<file path="config.mk">
export PLATFORM = sky130hd
export DESIGN_NAME = bda_divider
export DESIGN_NICKNAME = d
export VERILOG_FILES = /design/src/hw/rtl/bda_pkg.sv /design/src/hw/rtl/bda_divider.sv
export SDC_FILE = /design/constraint.sdc
export NUM_CORES = 1
export LEC_CHECK = 0
export ABC_AREA = 1
export BUFFER_PORTS_ARGS = -buffer_cell sky130_fd_sc_hd__buf_4
export CAP_MARGIN = 0
export CELL_PAD_IN_SITES_DETAIL_PLACEMENT = 0
export CELL_PAD_IN_SITES_GLOBAL_PLACEMENT = 1
export CORE_ASPECT_RATIO = 1.25
export CORE_UTILIZATION = 43
export DETAILED_ROUTE_END_ITERATION = 7
export PLACE_DENSITY = 0.93
export SYNTH_ARGS = -nofsm -noshare
export SYNTH_HDL_FRONTEND = slang
export SYNTH_SLANG_ARGS = --single-unit
</file>
<file path="constraint.sdc">
create_clock -name clk -period 3.7 [get_ports clk]
set_clock_uncertainty 0.1 [all_clocks]
set_input_delay 0 -clock clk [delete_from_list [all_inputs] [get_ports clk]]
set_output_delay 0 -clock clk [all_outputs]
set_load 0.01 [all_outputs]
</file>
<file path="src/hw/rtl/bda_pkg.sv">
// Shared types and constants for the ARGB box-filter downsampler.
// Channel layout, configuration register codes and controller states.
// No dependencies.
`timescale 1ns / 1ps
`default_nettype none

package bda_pkg;

  // Pixel layout: alpha, red, green, blue from the top byte down
  localparam int NUM_CH = 4;
  localparam int CH_W   = 8;
  localparam int PIX_W  = NUM_CH * CH_W;

  // Configuration register widths
  localparam int KS_W      = 5;
  localparam int OW_W      = 11;
  localparam int DX_W      = 15;
  localparam int DY_W      = 15;
  localparam int CFG_W     = 15;
  localparam int CFG_IDX_W = 2;

  // Destination coordinate width
  localparam int DST_W = 16;

  typedef enum logic [CFG_IDX_W-1:0] {
    REG_KERNEL = 2'd0,
    REG_WIDTH  = 2'd1,
    REG_X0     = 2'd2,
    REG_Y0     = 2'd3
  } cfg_reg_t;

  // Controller states, one-hot
  typedef enum logic [2:0] {
    ST_IDLE = 3'b001,
    ST_RMW  = 3'b010,
    ST_DIV  = 3'b100
  } state_t;

endpackage : bda_pkg

`default_nettype wire

</file>
<file path="src/hw/rtl/bda_divider.sv">
// Four-lane iterative restoring divider, one quotient bit per cycle.
// Keeps the low byte of each quotient. Uses bda_pkg.
`timescale 1ns / 1ps
`default_nettype none

module bda_divider #(
  parameter int SUM_W = 16,
  parameter int NW    = 9
) (
  input  wire logic                                          clk,
  input  wire logic                                          rst_n,
  input  wire logic                                          start,
  input  wire logic [bda_pkg::NUM_CH-1:0][SUM_W-1:0]         sums,
  input  wire logic [NW-1:0]                                 divisor,
  output logic                                               busy,
  output logic      [bda_pkg::NUM_CH-1:0][bda_pkg::CH_W-1:0] quot
);

  import bda_pkg::*;

  localparam int CNT_W = (SUM_W > 1) ? $clog2(SUM_W) : 1;

  logic                               busy_r;
  logic [CNT_W-1:0]                   cnt_r;
  logic [NW-1:0]                      n_r;
  logic [NUM_CH-1:0][SUM_W-1:0]       divd_r;
  logic [NUM_CH-1:0][NW-1:0]          rem_r;
  logic [NUM_CH-1:0][CH_W-1:0]        q_r;

  logic [NUM_CH-1:0][NW:0]            rsh;
  logic [NUM_CH-1:0]                  ge;

  // Shift the next dividend bit into each remainder and trial-compare
  always_comb begin
    for (int c = 0; c < NUM_CH; c++) begin
      rsh[c] = {rem_r[c], divd_r[c][SUM_W-1]};
      ge[c]  = (rsh[c] >= {1'b0, n_r});
    end
  end

  // Step counter: one step per dividend bit
  always_ff @(posedge clk) begin
    if (!rst_n) begin
      busy_r <= 1'b0;
      cnt_r  <= '0;
    end else if (start) begin
      busy_r <= 1'b1;
      cnt_r  <= CNT_W'(SUM_W - 1);
    end else if (busy_r) begin
      cnt_r <= cnt_r - CNT_W'(1);
      if (cnt_r == '0) begin
        busy_r <= 1'b0;
      end
    end
  end

  // Datapath: load operands, then subtract and shift
  always_ff @(posedge clk) begin
    if (start) begin
      n_r    <= divisor;
      divd_r <= sums;
      rem_r  <= '0;
      q_r    <= '0;
    end else if (busy_r) begin
      for (int c = 0; c < NUM_CH; c++) begin
        if (ge[c]) begin
          rem_r[c] <= NW'(rsh[c] - {1'b0, n_r});
        end else begin
          rem_r[c] <= NW'(rsh[c]);
        end
        divd_r[c] <= divd_r[c] << 1;
        q_r[c]    <= {q_r[c][CH_W-2:0], ge[c]};
      end
    end
  end

  assign busy = busy_r;
  assign quot = q_r;

endmodule : bda_divider

`default_nettype wire

</file>
### After elaboration in Yosys (flattened, before gate mapping)

Index checks and enable logic that the tools add are counted.

* reduce and logical (&&, ||, !) cells: 2
* $lt $le $gt $ge: 4
* add/sub/neg operators: 5
* mux-type cells: 11

Operators with widths (count)
* 64-bit 2-to-1 mux: 2
* 10-bit by 9-bit >= comparator with 1-bit output: 4
* 9-bit 2-to-1 mux: 4
* 9-bit subtractor: 4
* 4-bit 2-to-1 mux: 2
* 4-bit logical NOT: 1
* 4-bit by 1-bit subtractor with 4-bit output, second input constant: 1
* 1-bit 2-to-1 mux: 3
* 2-bit nonzero test: 1

* output and inout port bits: 33
* bits in registers: 146
* input bits: 76
* logic and storage cells: 37

### Depth between registers and ports, before layout

* depth in word-level cells: 4
* gate-level depth with buffers: 15

### Worst setup path before layout

No wires, ideal clock.

* path kind: reg-to-reg
* from: register busy_r (netlist: busy)
* to: register divd_r[0] in the netlist's numbering (enable)
* stages on the path, launching flop included: 5
* data required time: 3.146 ns
* arrival time: 2.694 ns
* path slack: 0.452 ns
* path buffers: 2
* path through: dfxtp_1 > buf_2 > nor2_4 > inv_1 > clkbuf_1

* longest elaborated chain between the ends: 1

Ends and longest elaborated chain
* start, declared: line bda_divider.sv:23 `logic busy_r;`
* start signal, assigned: line bda_divider.sv:44 `busy_r <= 1'b0;`
* start signal, assigned: line bda_divider.sv:47 `busy_r <= 1'b1;`
* start signal, assigned: line bda_divider.sv:52 `busy_r <= 1'b0;`
* 2-bit nonzero test (no source line)
* end signal, assigned: line bda_divider.sv:61 `divd_r <= sums;`
* end signal, assigned by index: line bda_divider.sv:71 `divd_r[c] <= divd_r[c] << 1;`
* end, declared: line bda_divider.sv:26 `logic [NUM_CH-1:0][SUM_W-1:0] divd_r;`

No other way between the ends.
A chain may end at the register's enable or synchronous reset.

### Final worst setup path

* from: register busy_r (netlist: busy)
* to: register divd_r[22] in the netlist's numbering (enable)

Same word-level chain as after synthesis.

==> results.toml <==
[outcome]
status = "complete, no violations"

[logic_synthesis]
synth_cell_type_count = 35
synth_area_leaders = "edfxtp_1 (28%), nand2_1 (19%), dfxtp_1 (19%), inv_1 (6.3%), ha_1 (5.9%)"
netlist_top_cells_count = "nand2_1 (394), inv_1 (131), dfxtp_1 (73), edfxtp_1 (73), nand3_1 (62)"
synth-edff-count = 73
syn-num-nets = 1109
synth_area_leader_cell = "edfxtp_1"
synth_top_area_share_pct = 28.07
synth.most_common_cell = "nand2_1"
synthArstFlopShare_pct = 0
synth_warnings = 0
synth.avg_cell_area_um2 = 7.873
syn_inst = 992
ys.flop_type = "edfxtp_1"
synth-seq-cells = 146
ys_seq_area_share_pct = 46.78
syn_area_um2 = 7810

[global_route]
grtUsageTotal_pct = 21.47
grt_pass1_vias = 6692
grt_pass1_wl_mm = 31.55
grt_overflow = 0
grt_max_degree = 77
antenna_found_initial = 0

[setup_path]
cp.arrival_ps = 2550
critPathSlowestCell = "nor2_4"
crit_buf_inv = 3
cpPeakStageDelay_ps = 560
start_kind = "flop"
path_class = "reg -> reg"
critical-path-top-delay-family = "buffers and inverters"
critPathCaptureType = "flop"
required_ps = 3740
crit_path_cell_trace = "buf_4 -> nor2_4 -> clkinv_2 -> buf_12"
critPathMaxFanout = 76

[routing]
final_antenna_net_count = 0
wl_per_cell_um = 13.56
vias = 6881
viasPerCell = 4.887
drt_pass1_iterations = 5
drc_errors = 0
drtIter0Drc = 411
wirelength_mm = 19.10

[timing]
final-hold-violation-count = 0
holdWs_ps = 186.0
fmax_mhz = 397.8
period_share_pct = 67.94
layout_min_cycle_time_ps = 2514
rsz0062_at_grt = "no"
setup_ws_ps = 1186
setup_viol = 0
tightest_slew_ps = 756.9
fin_tns_setup_ps = 0
slew_violations = 0
relSlewSlack_pct = 49.47

[cts]
cts-root-buf = "clkbuf_16"
insertion_delay_ps = 440
clockBufferDepth = 2
cts_tree = "yes"
cts_setup_buffers = 0
cts.sink_count = 146
cts-htree-levels = 4
clkTransAtPathRegs_ps = 60
numCtsBuffers = 17
cts.repair.resized = 0
holdBufCountCts = 80

[placement]
io_buffers = 108
hpwl_mm = 12.26
dpl_worst_slack_ps = 1193
globalplace.congestion = 0.8467

[flow_run]
cap_violations = 0

[layout]
utilization_pct = 58.10
final_nets = 1288
drive_gt1_share_pct = 15.96
diodes = 0
syn2layout_area_growth_pct = 31.18

[floorplanning]
fp.dieW_um = 122.5
start_util_pct = 44.29
io_pins = 109
die_y_um = 152.7
rows = 54
die-area_um2 = 18710
core_area_um2 = 17630

[power_and_ir_drop]
power_density_nw_per_um2 = 426.4
vdd_drop_max_uv = 341.6
p_total_uw = 4368
p_leak_uw = 0.005052

[hold_path]
min_path_type = "in -> reg"
## final timing paths
path / startpoint / to / slack [ps] / cells past startpoint
setup / recovery: busy / divd_r[22] / 1190 / 4
hold reg to reg: rem_r[16] / rem_r[16] / 380 / 2
hold / removal: divisor[6] / n_r[6] / 190 / 2
setup reg to reg: busy / divd_r[22] / 1190 / 4
## registers in the layout (all words and copies together), names as in the netlist
register,count
cnt_r,4
rem_r,36
busy,1
quot,32
divd_r,64
n_r,9
## metal layers
layer	vias to the layer above	part of all wire (%)	global-route usage [%]
met4	0	1.4	7.433
met2	173	52	37.05
met3	25	4.2	4.903
met1	3147	42	25.80
li1	3536	-	-
met5	-	0	0
## cell families after synthesis
group,share of synthesized area (%)
and+or+nand+nor,30.53
DFF,46.78
AOI/OAI and AO/OA,5.351
adders and majority gates,6.953
buffers and inverters,8.587
xor gates and xnor gates,1.794
## power by group
group | switching [uW] | leakage, uW | internal (uW)
registers | 45.1 | 0.00134 | 1820
clock network | 713 | 0.000311 | 1210
logic | 332 | 0.00340 | 251
total | 1090 | 0.00505 | 3280
## layout by cell type (no fill, tap or decap), types with 4 or more instances in the layout
master           n
a21oi_1         16
buf_4          112
bufinv_16        5
clkbuf_16       17
dfxtp_1         73
dlygate4sd3_1   80
edfxtp_1        73
fa_1             4
ha_1            37
inv_1          130
inv_2            4
nand2_1        394
nand2_2          9
nand2_4          4
nand3_1         62
nand3_2         11
nand4_1         18
nor2_1          29
nor2_2           6
nor2_4           5
o211ai_1         6
o21ai_0         14
o21ai_1          9
o22ai_1         21
or2_2            5
xnor2_1          8
xor2_1           8
## area by class of cell
class,instances,area [um^2]
tap,224,280.3
clock buffer,17,425.4
inverter,135,508.0
multi-input combinational,678,3486
timing repair buffer,193,1662
clock inverter,15,230.2
sequential,146,3654
fill,1536,7390
## stage by stage
stage | std cells | area, um^2
after floorplan | 992 | 7810
after global placement | 1296 | 8788
after detailed placement | 1296 | 8788
after CTS | 1408 | 10240
after global routing | 1408 | 10240
final | 1408 | 10240
No activity file was read; power rests on OpenSTA's default activity.
